### config.mk
export PLATFORM = sky130hd
export DESIGN_NAME = crsf_rc_frame_receiver_top
export DESIGN_NICKNAME = d
export VERILOG_FILES = /design/src/rtl/crsf_pkg.sv /design/src/rtl/crsf_rc_frame_receiver_top.sv
export SDC_FILE = /design/constraint.sdc
export NUM_CORES = 1
export LEC_CHECK = 0
export ABC_AREA = 0
export BUFFER_PORTS_ARGS = -buffer_cell sky130_fd_sc_hd__buf_2
export CAP_MARGIN = 40
export CELL_PAD_IN_SITES_DETAIL_PLACEMENT = 0
export CELL_PAD_IN_SITES_GLOBAL_PLACEMENT = 1
export CORE_MARGIN = 2
export CORE_UTILIZATION = 51
export CTS_BUF_LIST = sky130_fd_sc_hd__clkbuf_4
export DETAILED_ROUTE_END_ITERATION = 12
export GPL_TIMING_DRIVEN = 0
export PLACE_DENSITY = 0.87
export SYNTH_ARGS = -nofsm -noshare
export SYNTH_HDL_FRONTEND = slang
export SYNTH_SLANG_ARGS = --single-unit
export TNS_END_PERCENT = 5
### constraint.sdc
create_clock -name clk -period 4.8 [get_ports clk]
set_input_delay 0.48 -clock clk [delete_from_list [all_inputs] [get_ports clk]]
set_output_delay 0.48 -clock clk [all_outputs]
set_load 0.01 [all_outputs]
### src/rtl/crsf_pkg.sv
// Shared constants, register indexes and the CRC-8 step for the CRSF frame receiver.
// No dependencies; used by crsf_rc_frame_receiver_top.
package crsf_pkg;

  // Frame store geometry.
  localparam int MAX_FRAME_LEN = 64;
  localparam int STORE_AW      = $clog2(MAX_FRAME_LEN);
  localparam int LEN_W         = 7;

  // Protocol constants.
  localparam logic [7:0] CRC_POLY         = 8'hD5;
  localparam logic [7:0] TYPE_RC_CHANNELS = 8'h16;
  localparam int         RC_PAYLOAD_LEN   = 22;
  localparam int         MIN_LEN          = 2;
  localparam int         NUM_CH           = 10;
  localparam int         CH_W             = 11;
  localparam int         IDX_W            = 4;
  localparam logic [23:0] ELAPSED_MAX     = 24'hFFFFFF;

  // Unpack buffer: up to ten leftover bits plus one new byte.
  localparam int BUF_W = CH_W - 1 + 8;
  localparam int CNT_W = $clog2(BUF_W + 1);

  // Configuration register indexes.
  localparam int CFG_IDX_W = 2;
  localparam logic [CFG_IDX_W-1:0] REG_SYNC_ADDRESS    = 2'd0;
  localparam logic [CFG_IDX_W-1:0] REG_LINK_TIMEOUT    = 2'd1;
  localparam logic [CFG_IDX_W-1:0] REG_FAILSAFE_CENTER = 2'd2;
  localparam logic [CFG_IDX_W-1:0] REG_FAILSAFE_LOW    = 2'd3;

  // Register reset values.
  localparam logic [7:0]      RST_SYNC_ADDRESS    = 8'hC8;
  localparam logic [23:0]     RST_LINK_TIMEOUT    = 24'd100000;
  localparam logic [CH_W-1:0] RST_FAILSAFE_CENTER = 11'd992;
  localparam logic [CH_W-1:0] RST_FAILSAFE_LOW    = 11'd172;

  // One byte of CRC-8, MSB first, no reflection.
  function automatic logic [7:0] crc8_step(input logic [7:0] crc, input logic [7:0] b);
    logic [7:0] c;
    c = crc ^ b;
    for (int i = 0; i < 8; i++) begin
      if (c[7]) begin
        c = {c[6:0], 1'b0} ^ CRC_POLY;
      end else begin
        c = {c[6:0], 1'b0};
      end
    end
    return c;
  endfunction

endpackage

### src/rtl/crsf_rc_frame_receiver_top.sv
// Top level of the CRSF RC-channels frame receiver: parser, frame store and channel unpacker.
// Depends on crsf_pkg.
//
// Usage:
// The input channel (in_valid / in_stall) carries one word per received serial byte
// (kind = 0) or per microsecond tick (kind = 1). The output channel (out_valid /
// out_stall) carries one channel per word: index, 11-bit value, last_of_run,
// is_failsafe and the link flag. Configuration registers are written through
// cfg_valid / cfg_ready, which is always ready; write only while the block is idle.
// A byte or tick is taken whenever in_stall is low. A byte that completes a good
// RC-channels frame starts a run of ten channels unpacked from the frame store, one
// single-port-read memory: while the receiver does not stall, each cycle of a run
// either reads one byte or emits one channel; a frame run makes 14 store reads and emits
// ten channels. A failsafe run, started by the tick that passes the timeout, emits ten
// channels without store reads. The first frame channel waits for two store reads before
// entering the output register; a failsafe channel needs none. in_stall is high while a
// run is being produced; the next word is taken while the final channel still waits in
// the output register. When the receiver stalls, the output register holds its word
// and the run pauses. Reset clears the parser to hunting, the elapsed count to zero,
// raises the link flag and restores the register defaults; the store is not cleared.
module crsf_rc_frame_receiver_top (
  input  logic                              clk,
  input  logic                              rst,
  // Input words
  input  logic                              in_valid,
  output logic                              in_stall,
  input  logic                              kind,
  input  logic [7:0]                        data_byte,
  // Output words
  output logic                              out_valid,
  input  logic                              out_stall,
  output logic [crsf_pkg::IDX_W-1:0]        channel_index,
  output logic [crsf_pkg::CH_W-1:0]         channel_value,
  output logic                              last_of_run,
  output logic                              is_failsafe,
  output logic                              link_up,
  // Configuration writes
  input  logic                              cfg_valid,
  output logic                              cfg_ready,
  input  logic [crsf_pkg::CFG_IDX_W-1:0]    cfg_index,
  input  logic [23:0]                       cfg_data
);

  localparam logic [1:0] PH_HUNT = 2'd0;
  localparam logic [1:0] PH_LEN  = 2'd1;
  localparam logic [1:0] PH_BODY = 2'd2;

  localparam int AW = crsf_pkg::STORE_AW;
  localparam int LW = crsf_pkg::LEN_W;
  localparam logic [crsf_pkg::IDX_W-1:0] LAST_CH = crsf_pkg::IDX_W'(crsf_pkg::NUM_CH - 1);
  localparam logic [LW-1:0] RC_FRAME_LEN = LW'(crsf_pkg::RC_PAYLOAD_LEN + 2);

  // Configuration registers
  logic [7:0]                  sync_address;
  logic [23:0]                 link_timeout;
  logic [crsf_pkg::CH_W-1:0]   failsafe_center;
  logic [crsf_pkg::CH_W-1:0]   failsafe_low;

  // Parser and link state
  logic [1:0]    parse_phase, parse_phase_next;
  logic [LW-1:0] frame_length, frame_length_next;
  logic [LW-1:0] byte_position, byte_position_next;
  logic [7:0]    running_crc, running_crc_next;
  logic [7:0]    type_byte, type_byte_next;
  logic [23:0]   elapsed_ticks, elapsed_ticks_next;
  logic          link_flag, link_flag_next;
  logic          failsafe_sent, failsafe_sent_next;

  // Frame store
  logic [7:0]    frame_store [crsf_pkg::MAX_FRAME_LEN];
  logic          wr_en;
  logic [AW-1:0] wr_addr;
  logic [7:0]    rd_q;

  // Run sequencer
  logic                           run_active, run_active_next;
  logic                           run_fs, run_fs_next;
  logic [crsf_pkg::IDX_W-1:0]     ch_idx, ch_idx_next;
  logic [AW-1:0]                  rd_addr, rd_addr_next;
  logic                           rd_pend, rd_pend_next;
  logic                           rd_en;
  logic [crsf_pkg::BUF_W-1:0]     bitbuf, bitbuf_next, bitbuf_m;
  logic [crsf_pkg::CNT_W-1:0]     bitcnt, bitcnt_next, bitcnt_m;
  logic                           slot_free;
  logic                           emit;
  logic [crsf_pkg::CH_W-1:0]      emit_value;
  logic                           start_frame, start_fs;

  logic          in_acc;
  logic [23:0]   elapsed_inc;
  logic [LW:0]   pos_plus;

  assign cfg_ready = 1'b1;
  assign in_stall  = run_active;
  assign in_acc    = in_valid && !in_stall;
  assign slot_free = !out_valid || !out_stall;

  // Configuration register writes.
  always_ff @(posedge clk) begin
    if (rst) begin
      sync_address    <= crsf_pkg::RST_SYNC_ADDRESS;
      link_timeout    <= crsf_pkg::RST_LINK_TIMEOUT;
      failsafe_center <= crsf_pkg::RST_FAILSAFE_CENTER;
      failsafe_low    <= crsf_pkg::RST_FAILSAFE_LOW;
    end else if (cfg_valid && cfg_ready) begin
      unique case (cfg_index)
        crsf_pkg::REG_SYNC_ADDRESS:    sync_address    <= cfg_data[7:0];
        crsf_pkg::REG_LINK_TIMEOUT:    link_timeout    <= cfg_data;
        crsf_pkg::REG_FAILSAFE_CENTER: failsafe_center <= cfg_data[crsf_pkg::CH_W-1:0];
        crsf_pkg::REG_FAILSAFE_LOW:    failsafe_low    <= cfg_data[crsf_pkg::CH_W-1:0];
        default: ;
      endcase
    end
  end

  // Parser, CRC and link timer for each accepted word.
  always_comb begin
    parse_phase_next   = parse_phase;
    frame_length_next  = frame_length;
    byte_position_next = byte_position;
    running_crc_next   = running_crc;
    type_byte_next     = type_byte;
    elapsed_ticks_next = elapsed_ticks;
    link_flag_next     = link_flag;
    failsafe_sent_next = failsafe_sent;
    wr_en              = 1'b0;
    wr_addr            = byte_position[AW-1:0];
    start_frame        = 1'b0;
    start_fs           = 1'b0;
    elapsed_inc        = (elapsed_ticks == crsf_pkg::ELAPSED_MAX) ? elapsed_ticks
                                                                 : elapsed_ticks + 24'd1;
    pos_plus           = {1'b0, byte_position} + (LW+1)'(1);

    if (in_acc && kind) begin
      // Tick: saturating count, then the timeout check.
      elapsed_ticks_next = elapsed_inc;
      if (elapsed_inc > link_timeout) begin
        link_flag_next = 1'b0;
        if (!failsafe_sent) begin
          failsafe_sent_next = 1'b1;
          start_fs           = 1'b1;
        end
      end else begin
        link_flag_next     = 1'b1;
        failsafe_sent_next = 1'b0;
      end
    end else if (in_acc) begin
      unique case (parse_phase)
        PH_HUNT: begin
          if (data_byte == sync_address) begin
            parse_phase_next = PH_LEN;
          end
        end
        PH_LEN: begin
          if (data_byte < 8'(crsf_pkg::MIN_LEN) || data_byte > 8'(crsf_pkg::MAX_FRAME_LEN)) begin
            parse_phase_next = PH_HUNT;
          end else begin
            frame_length_next  = data_byte[LW-1:0];
            byte_position_next = '0;
            running_crc_next   = 8'h00;
            parse_phase_next   = PH_BODY;
          end
        end
        PH_BODY: begin
          wr_en = 1'b1;
          if (byte_position == '0) begin
            type_byte_next = data_byte;
          end
          if (pos_plus < {1'b0, frame_length}) begin
            running_crc_next   = crsf_pkg::crc8_step(running_crc, data_byte);
            byte_position_next = pos_plus[LW-1:0];
          end else begin
            parse_phase_next = PH_HUNT;
            if (running_crc == data_byte && type_byte == crsf_pkg::TYPE_RC_CHANNELS &&
                frame_length == RC_FRAME_LEN) begin
              elapsed_ticks_next = '0;
              link_flag_next     = 1'b1;
              failsafe_sent_next = 1'b0;
              start_frame        = 1'b1;
            end
          end
        end
        default: begin
          parse_phase_next = PH_HUNT;
        end
      endcase
    end
  end

  always_ff @(posedge clk) begin
    if (rst) begin
      parse_phase   <= PH_HUNT;
      frame_length  <= '0;
      byte_position <= '0;
      running_crc   <= 8'h00;
      elapsed_ticks <= '0;
      link_flag     <= 1'b1;
      failsafe_sent <= 1'b0;
    end else begin
      parse_phase   <= parse_phase_next;
      frame_length  <= frame_length_next;
      byte_position <= byte_position_next;
      running_crc   <= running_crc_next;
      elapsed_ticks <= elapsed_ticks_next;
      link_flag     <= link_flag_next;
      failsafe_sent <= failsafe_sent_next;
    end
  end

  always_ff @(posedge clk) begin
    type_byte <= type_byte_next;
  end

  // Frame store: one write port for the parser, one registered read port for the unpacker.
  always_ff @(posedge clk) begin
    if (wr_en) begin
      frame_store[wr_addr] <= data_byte;
    end
  end

  always_ff @(posedge clk) begin
    if (rd_en) begin
      rd_q <= frame_store[rd_addr];
    end
  end

  // Run sequencer: merge the byte read last cycle, then either fetch or emit a channel.
  always_comb begin
    run_active_next = run_active;
    run_fs_next     = run_fs;
    ch_idx_next     = ch_idx;
    rd_addr_next    = rd_addr;
    rd_pend_next    = 1'b0;
    rd_en           = 1'b0;
    emit            = 1'b0;
    emit_value      = failsafe_low;

    if (rd_pend) begin
      bitbuf_m = bitbuf | (crsf_pkg::BUF_W'(rd_q) << bitcnt);
      bitcnt_m = bitcnt + crsf_pkg::CNT_W'(8);
    end else begin
      bitbuf_m = bitbuf;
      bitcnt_m = bitcnt;
    end
    bitbuf_next = bitbuf_m;
    bitcnt_next = bitcnt_m;

    if (run_active) begin
      if (run_fs) begin
        emit = slot_free;
        if (ch_idx == 4'd0 || ch_idx == 4'd1 || ch_idx == 4'd3) begin
          emit_value = failsafe_center;
        end
      end else if (bitcnt_m < crsf_pkg::CNT_W'(crsf_pkg::CH_W)) begin
        rd_en        = 1'b1;
        rd_pend_next = 1'b1;
        rd_addr_next = rd_addr + AW'(1);
      end else begin
        emit       = slot_free;
        emit_value = bitbuf_m[crsf_pkg::CH_W-1:0];
        if (slot_free) begin
          bitbuf_next = bitbuf_m >> crsf_pkg::CH_W;
          bitcnt_next = bitcnt_m - crsf_pkg::CNT_W'(crsf_pkg::CH_W);
        end
      end
      if (emit) begin
        ch_idx_next = ch_idx + 4'd1;
        if (ch_idx == LAST_CH) begin
          run_active_next = 1'b0;
        end
      end
    end else if (start_frame || start_fs) begin
      run_active_next = 1'b1;
      run_fs_next     = start_fs;
      ch_idx_next     = '0;
      rd_addr_next    = AW'(1);
      bitbuf_next     = '0;
      bitcnt_next     = '0;
    end
  end

  always_ff @(posedge clk) begin
    if (rst) begin
      run_active <= 1'b0;
      rd_pend    <= 1'b0;
    end else begin
      run_active <= run_active_next;
      rd_pend    <= rd_pend_next;
    end
  end

  always_ff @(posedge clk) begin
    run_fs  <= run_fs_next;
    ch_idx  <= ch_idx_next;
    rd_addr <= rd_addr_next;
    bitbuf  <= bitbuf_next;
    bitcnt  <= bitcnt_next;
  end

  // Output register.
  always_ff @(posedge clk) begin
    if (rst) begin
      out_valid <= 1'b0;
    end else if (emit) begin
      out_valid <= 1'b1;
    end else if (!out_stall) begin
      out_valid <= 1'b0;
    end
  end

  always_ff @(posedge clk) begin
    if (emit) begin
      channel_index <= ch_idx;
      channel_value <= emit_value;
      last_of_run   <= (ch_idx == LAST_CH);
      is_failsafe   <= run_fs;
      link_up       <= link_flag;
    end
  end

  // The last channel of a run leaves the sequencer idle.
  assert property (@(posedge clk) disable iff (rst)
    (emit && ch_idx == LAST_CH) |=> !run_active)
    else $error("run still active after its last channel");

  // Store reads belong to frame runs only.
  assert property (@(posedge clk) disable iff (rst)
    rd_pend |-> (run_active && !run_fs))
    else $error("store read outside a frame run");

  // A failsafe word never reports the link as up.
  assert property (@(posedge clk) disable iff (rst)
    (out_valid && is_failsafe) |-> !link_up)
    else $error("failsafe word with link up");

  // The channel counter stays within the run while active.
  assert property (@(posedge clk) disable iff (rst)
    run_active |-> (ch_idx <= LAST_CH))
    else $error("channel counter out of range");

  // The unpack buffer never holds more bits than it can.
  assert property (@(posedge clk) disable iff (rst)
    (run_active && !run_fs) |-> (bitcnt < crsf_pkg::CNT_W'(crsf_pkg::CH_W)
                                 || !rd_pend))
    else $error("byte merged into a full unpack buffer");

endmodule

# Word-level counts from Yosys, hierarchy flattened
# Memories as Yosys holds them, arrays and structs flattened. A register that Yosys moved wholly into a read port is not among the register bits.
# Index checks and enable logic that the tools add are counted.
# classes
order_cmp,5
eq_ne,22
n_reduce_logical,33
n_shift,1
mul,0
addsub,6
mux,113
n_div,0
bitwise,13
# ops
op,count
8-bit two-way mux,38
24-bit two-way mux,6
18-bit two-way mux,6
11-bit two-way mux,4
5-bit inverter,8
1-bit two-way mux,38
5-bit two-way mux,6
"24-bit by 1-bit adder with 24-bit output, second input constant",1
"24-bit equality test, second input constant",1
24-bit > comparator,1
6-bit two-way mux,4
18-bit OR,1
8-bit by 5-bit left shift with 18-bit output,1
8-bit equality test,2
8-bit case mux with 2 select lines,1
4-bit AND reduction,4
7-bit two-way mux,2
7-bit case mux with 2 select lines,1
4-bit two-way mux,3
"2-bit inequality test, second input constant",6
2-bit AND reduction,6
2-bit nonzero test,5
"7-bit by 1-bit adder with 8-bit output, second input constant",1
"8-bit by 5-bit equality test with 1-bit output, second input constant",1
other kinds (27),46
# totals
inputBits,40
mem_bits_ro,0
memories,1
register_bits,167
wordCells,219
output_inout_bits,21
latch_bits,0
mem_bits_rw,512
# memory_table
name,depth,word_bits,rd,rd_ports_with_merged_regs,wr,line,rtl
frame_store,64,8,1,1,1,crsf_rc_frame_receiver_top.sv:70,logic [7:0] frame_store [crsf_pkg::MAX_FRAME_LEN];

# Longest topological paths before layout
# Gate-level depths: netlist (run 1).
# depth
depth_word,47
ltp_mapped,17
depth_no_buf,15

# Worst setup path before layout (run 1)
# Ideal clock, no wire load.
# synth_timing
path_kind,reg-to-reg
start,register elapsed_ticks[0]
end,register rd_addr[0] (enable)
arrival_time_ps,3815
stages_incl_launch_ff,17
path_buffers,2
synth_period_minus_slack_ps,4135
t_required_ps,4480
slack_ps,665
setup_time_ps,320
path_cell_list,dfxtp_1 ha_1 inv_1 nor4_2 nand3_1 and2_1 buf_2 and3_1 xor2_1 ha_1 nand4_1 or4_1 a211oi_1 nor4b_1 o21ai_1 buf_2 and2_1
# synth_between
elab_chain_cells,8
word_cells_on_any_way,9
classes_between,add/sub (1); order compare (1); eq/ne (1); mux (3); reduce/logical (3)
# synth_lines
item,line,rtl
from (decl),crsf_rc_frame_receiver_top.sv:65,"logic [23:0] elapsed_ticks, elapsed_ticks_next;"
from (signal assigned),crsf_rc_frame_receiver_top.sv:204,elapsed_ticks <= elapsed_ticks_next;
24-bit by 1-bit adder with 24-bit output or 24-bit equality test (tied branches),"crsf_rc_frame_receiver_top.sv:131, crsf_rc_frame_receiver_top.sv:130",
24-bit two-way mux (*),crsf_rc_frame_receiver_top.sv:130,elapsed_inc = (elapsed_ticks == crsf_pkg::ELAPSED_MAX) ? elapsed_ticks
24-bit > comparator (*),crsf_rc_frame_receiver_top.sv:137,if (elapsed_inc > link_timeout) begin
1-bit two-way mux (*),crsf_rc_frame_receiver_top.sv:137,
1-bit two-way mux (*),crsf_rc_frame_receiver_top.sv:134,if (in_acc && kind) begin
1-bit logical OR (*),crsf_rc_frame_receiver_top.sv:272,end else if (start_frame || start_fs) begin
2-bit nonzero test (no line) (*),-,
3-bit AND reduction (no line) (*),-,
to (signal assigned),crsf_rc_frame_receiver_top.sv:295,rd_addr <= rd_addr_next;
to (decl),crsf_rc_frame_receiver_top.sv:79,"logic [AW-1:0] rd_addr, rd_addr_next;"
# Every way passes the cells marked *; elsewhere a longest branch is shown, timed or not.
# A chain may end at the register's enable or synchronous reset.

# Final worst setup path (run 1)
# layout_timing
start,register elapsed_ticks[10]
end,register rd_addr[3] (enable)
# Same word-level chain as after synthesis.

==> reports/summary.txt, run 1 <==
fmax: 219 MHz
worst path cell trace: buf_2 > nand4_1 > buf_4 > nor4_4 > nand3_1 > and2_1 > buf_2 > and3_1 > xor2_1 > ha_1 > nand4_1 > or4_1 > a211oi_2 > nor4b_2 > o21ai_2 > buf_4 > and2_2
Post-Syn Area: 28600 um2
Die Y: 241 um
clock root buffer: clkbuf_4
vias in the first global route: 17531
Netlist cell types: 74
min Tclk post-route: 4.56 ns
slew margin rel.: 0.393
Crit. End Element: register
Setup violations, final: 0
RD Place Congestion: 0.895
GRT Resource Usage Total: 0.236
Final Slew Violations: 0
synth top area cells: edfxtp_1 59%, mux4_2 13%, dfxtp_1 8.9%, nand2_1 2.0%, nor2_1 1.9%
CTS buffer count: 171
r2r setup slk: 0.24 ns
global-route wire length before repair: 101 mm
Final Cycle Share: 0.950
Clock transition at path regs: 0.07 ns
overflow left after global routing: 0
Detail Placement HPWL: 44.9 mm
commonest cells after routing, fill and taps aside: 560 x edfxtp_1, 252 x clkbuf_4, 168 x mux4_2
# rows: 86
clock sink count: 687
LEAKAGE: 11.1 nW
Worst setup SP type: register
syn nets: 1874
WL per Instance: 22.3 um
share of layout cells above drive strength 1: 0.254
CP Data Arrival Time: 5.26 ns
Total Wirelength: 66.2 mm
Post-Route Utilization: 0.592
H-tree depth: 4
CTS tree: done
initial DRC count: 1720
DRC: 0
IO Count: 61
async set or reset register ratio after synthesis: 0
Worst EP required: 5.49 ns
worst-case clock buffer depth: 3
port bufs: 59
warnings from Yosys: 0
die width: 241 um
Core Region: 55300 um2
outcome: completed
final cell count without fillers: 2967
pin count of the biggest net entering global routing: 57
number of enable flip-flop cells after synthesis: 560
Clk Latency, worst-skew pair: 1.01 ns
Vias: 17108
placed cell area: 30100 um2
commonest non-fill, non-tap cell in the layout: edfxtp_1
Cell Pwr Density: 361 nW/um2
Main synth FF type: edfxtp_1
Die Area: 58000 um2
Post-Layout Inst Area: 32700 um2
Post-Syn Instances: 1795
Tightest Pin Transition: 0.910 ns
antenna violations before repair: 2
vias per cell: 5.77
Synth area leader: edfxtp_1
Fin Hold WS: 0.115 ns
Worst Path Max Fanout: 10
Post-Place Cells: 2613
Antenna Nets Post-Route: 0
Initial Utilization: 0.518
Worst path max stage delay: 0.60 ns
post-synthesis sequential area ratio: 0.676
max-cap viol count: 0
nets@finish: 2160
unrepaired setup endpoints after global routing: no
Worst IR Drop VDD: 0.245 mV
endpoints failing hold: 0
Setup Skew: 0.0661 ns
critical path class: reg -> reg
Area Overhead vs Synth: 14.3%
Post-Syn Area per Cell: 15.9 um2
post-synth top area share: 0.587
synthesized flop and latch total: 687
slowest CP cell: or4_1
TritonRoute pass-1 iters: 7
worst hold path class: in -> reg
final cells by class:
class / instances / area (um2)
inverters: 45 / 169
flip-flops and latches: 687 / 19400
diodes: 3 / 7.51
clock buffers: 252 / 1890
clock inverters: 56 / 310
multi-input cells: 964 / 8660
repair buffers: 114 / 928
plain buffers: 98 / 469
fillers: 4187 / 22600
well taps: 748 / 936
synthesized netlist by cell type (9+ instances only):
library cell / number
edfxtp_1: 560
mux4_2: 168
nand2_1: 156
nor2_1: 146
dfxtp_1: 127
a21oi_1: 79
clkbuf_1: 63
inv_1: 43
ha_1: 39
xnor2_1: 37
mux2i_1: 29
nand3_1: 28
o21ai_1: 26
xor2_1: 26
o21ai_0: 17
a22o_1: 15
nand4_1: 14
buf_2: 13
and2_1: 12
and3_1: 11
buf_1: 11
a22oi_1: 10
buf_6: 10
a31oi_1: 9
nand2b_1: 9
o31ai_1: 9
through the flow:
| step | TNS [ns] | setup slack, ns | power, mW |
|---|---|---|---|
| 6_report | 0 | 0.239 | 11.8 |
| 5_1_grt | 0 | 0.0343 | 12.2 |
| 4_1_cts | 0 | 0.0364 | 11.9 |
| 3_5_place_dp | -4.89 | -0.454 | 7.01 |
| 3_3_place_gp | -5.43 | -0.510 | 6.98 |
| 2_1_floorplan | 0 | 0.665 | 6.82 |
worst max-delay path, delay by kind of cell, from the launching register on:
kind,cells,cell delay (ns)
buffers and inverters,4,0.79
AND/OR/NAND/NOR,9,2.25
XOR/XNOR,1,0.15
flip-flops,1,0.30
adder cells (fa/ha/maj),1,0.32
AO/OA/AOI/OAI,2,0.45
registers in the layout, indices dropped and copies added (netlist names), 11 cells and up:
signal	count
frame_store	512
elapsed_ticks	24
channel_value	11
failsafe_low	11
bitbuf	18
link_timeout	24
failsafe_center	11
worst paths after layout:
path / cells after the start / startpoint / to
min: 1 / data_byte[3] / frame_store[28][3]$_DFFE_PP_
max: 17 / elapsed_ticks[10]$_SDFFE_PP0P_ / rd_addr[3]$_SDFFCE_PN0P_
max reg2reg: 17 / elapsed_ticks[10]$_SDFFE_PP0P_ / rd_addr[3]$_SDFFCE_PN0P_
min reg2reg: 1 / failsafe_sent$_SDFFE_PP0P_ / failsafe_sent$_SDFFE_PP0P_
timing repair:
action                     4_1_cts  5_1_grt
hold endpoints to repair       158        0
gates resized for setup          6        1
pin swaps                        1        4
hold buffers                    39        0
setup endpoints to repair       26       23
buffers inserted                 0        5
where the power goes:
part | leakage [nW] | switching [mW] | total, mW | internal [mW]
Combinational | 3.73 | 0.261 | 0.405 | 0.144
Clock | 1.30 | 2.34 | 4.91 | 2.57
Sequential | 6.07 | 0.0217 | 6.50 | 6.48
Total | 11.1 | 2.63 | 11.8 | 9.19
cell families (layout without fill, tap and decap cells):
family	after synthesis	count (layout)	synth area share
and+or+nand+nor	431	431	0.0692
DFF	687	687	0.676
buffers and inverters	144	565	0.0223
xor gates and xnor gates	63	63	0.0193
AOI/OAI and AO/OA	221	221	0.0487
adders and majority gates	40	40	0.0174
other	1	4	0.000131
muxes	208	208	0.147
layer usage:
layer	wire length [um]	up-vias	GRT usage
li1	-	7679	-
met1	26000	8469	0.299
met2	32200	815	0.382
met3	5760	145	0.0615
met4	2160	0	0.109
met5	0	-	0
(Power assumes the default switching activity.)
==> run 2: changes to the inputs <==
--- a/config.mk
+++ b/config.mk
@@ -12,7 +12,6 @@
 export CELL_PAD_IN_SITES_GLOBAL_PLACEMENT = 1
 export CORE_MARGIN = 2
 export CORE_UTILIZATION = 51
-export CTS_BUF_LIST = sky130_fd_sc_hd__clkbuf_4
 export DETAILED_ROUTE_END_ITERATION = 12
 export GPL_TIMING_DRIVEN = 0
 export PLACE_DENSITY = 0.87
==> reports/summary.txt, run 2 (synthesis results as in run 1) <==
outcome: completed
share of layout cells above drive strength 1: 0.201
Largest regs: frame_store x512, elapsed_ticks x24, link_timeout x24
fmax: 218 MHz
slowest CP cell: or4_1
met3 wire len: 5.80 mm
overflow left after global routing: 0
r2r setup slk: 0.22 ns
H-tree depth: 3
Clock transition at path regs: 0.06 ns
Tightest Pin Transition: 0.902 ns
Antenna Nets Post-Route: 0
Final Slew Violations: 0
RR Endpoint: bitcnt[2]$_DFFE_PP_
vias in the first global route: 16664
initial DRC count: 1807
Cell Pwr Density: 384 nW/um2
CTS buffer count: 71
Die Area: 58000 um2
worst reg2reg path depth: 17
WL per Instance: 24.9 um
Die Y: 241 um
Antenna Cells: 0
IO Count: 61
clock sink count: 687
Setup Skew: 0.0330 ns
Worst Path Max Fanout: 12
RR Startpoint: elapsed_ticks[10]$_SDFFE_PP0P_
commonest cells after routing, fill and taps aside: 560 x edfxtp_1, 168 x mux4_2, 156 x nand2_1
Worst IR Drop VDD: 0.286 mV
Worst EP required: 5.09 ns
Post-CTS Hold Buffers: 0
Area Overhead vs Synth: 13.6%
CP Data Arrival Time: 4.87 ns
max-cap viol count: 0
clock root buffer: clkbuf_16
Setup violations, final: 0
largest reg by FF count: frame_store
vias per cell: 6.03
die width: 241 um
Post-Route Utilization: 0.588
Worst path max stage delay: 0.59 ns
antenna violations before repair: 0
Crit path buffers/inverters: 4
Crit. End Element: register
worst path cell trace: buf_2 > nand4_1 > buf_4 > nor4_4 > nand3_1 > and2_1 > buf_2 > and3_1 > xor2_1 > ha_1 > nand4_1 > or4_1 > a211oi_2 > nor4b_2 > o21ai_2 > and2_1 > buf_2
pin count of the biggest net entering global routing: 57
GRT Resource Usage Total: 0.241
wl on met1: 26.5 mm
CP dominant cell by count: buf_2
met2 WL post-DR: 33.8 mm
TritonRoute pass-1 iters: 5
Final Cycle Share: 0.954
CTS tree: done
slew margin rel.: 0.397
Pwr Total: 12.5 mW
Clk Latency, worst-skew pair: 0.64 ns
LEAKAGE: 10.8 nW
top cell family by delay on the critical path: simple AND/OR/NAND/NOR gates
commonest non-fill, non-tap cell in the layout: edfxtp_1
CP endpoint: bitcnt[2]$_DFFE_PP_
CP Depth: 17
start point of the critical path: elapsed_ticks[10]$_SDFFE_PP0P_
min Tclk post-route: 4.58 ns
# rows: 86
port bufs: 59
endpoints failing hold: 0
Vias: 16567
Total Wirelength: 68.4 mm
DRC: 0
Initial Utilization: 0.518
worst hold path class: in -> reg
worst-case clock buffer depth: 3
max reg flops: 512
global-route wire length before repair: 103 mm
RD Place Congestion: 0.895
Core Region: 55300 um2
Detail Placement HPWL: 44.9 mm
highest routed metal layer: met4
Worst setup SP type: register
critical path class: reg -> reg
nets@finish: 2023
[run 2: cell types whose count changed in the layout (fill, tap and decap cells not counted), moves of 3 or more]
cell / change
clkinv_8: +3
clkbuf_1: +15
clkinv_1: -32
diode_2: -3
clkbuf_4: -252
dlygate4sd3_1: -39
clkbuf_16: +73
bufinv_16: +5
clkinv_2: +8
[run 2: cell type report]
class                      instances  area, um2
timing repair buffer              76        549
clock inverter                    41        467
sequential                       687      19400
tap                              748        936
multi-input combinational        964       8670
inverter                          45        169
fill                            4131      22800
clock buffer                      88       1890
buffer                            99        473
[run 2: power breakdown]
group          total (mW)  switching, mW  internal (mW)
Sequential           6.50         0.0218           6.48
Clock                5.59           2.33           3.26
Combinational       0.384          0.260          0.125
Total                12.5           2.61           9.86
[run 2: metal layers]
layer  vias to the layer above  track usage
li1                       7257            -
met1                      8387        0.316
met2                       781        0.400
met3                       142       0.0543
met4                         0       0.0849
met5                         -            0
[run 2: per-stage QoR]
step	setup WS [ns]	setup TNS, ns	std cells	instance area, um2	hold slack (ns)
final	0.220	0	2748	32500	0.105
after global routing	-0.00338	-0.00957	2748	32500	0.0857
after CTS	0.0326	0	2742	32500	0.0777
after detailed placement	-0.454	-4.89	2613	30100	0.436
after global placement	-0.510	-5.43	2602	29900	0.428
after floorplan	0.665	0	1795	28600	0.408
[run 2: worst min-delay path by stage]
| stage | startpoint | endpoint | slack, ns | cells past startpoint |
|---|---|---|---|---|
| 2_1_floorplan | link_flag$_SDFFE_PP1P_ | link_up$_DFFE_PP_ | 0.41 | 0 |
| 3_3_place_gp | failsafe_sent$_SDFFE_PP0P_ | failsafe_sent$_SDFFE_PP0P_ | 0.43 | 1 |
| 3_5_place_dp | failsafe_sent$_SDFFE_PP0P_ | failsafe_sent$_SDFFE_PP0P_ | 0.44 | 1 |
| 4_1_cts | cfg_data[17] | link_timeout[17]$_SDFFE_PP0P_ | 0.08 | 3 |
| 5_1_grt | cfg_data[17] | link_timeout[17]$_SDFFE_PP0P_ | 0.09 | 3 |
| 6_report | cfg_data[12] | link_timeout[12]$_SDFFE_PP0P_ | 0.11 | 3 |
[run 2: timing repair]
action                                  4_1_cts  5_1_grt
endpoints found under the setup margin       25       23
pin swaps                                     1        4
buffers inserted                              0        5
gates resized for setup                       6        3
endpoints found under the hold margin         0        0
[run 2: worst min-delay path, stage by stage]
cell     delay [ns]
buf_2          0.09
nand2_1        0.05
a21oi_1        0.05
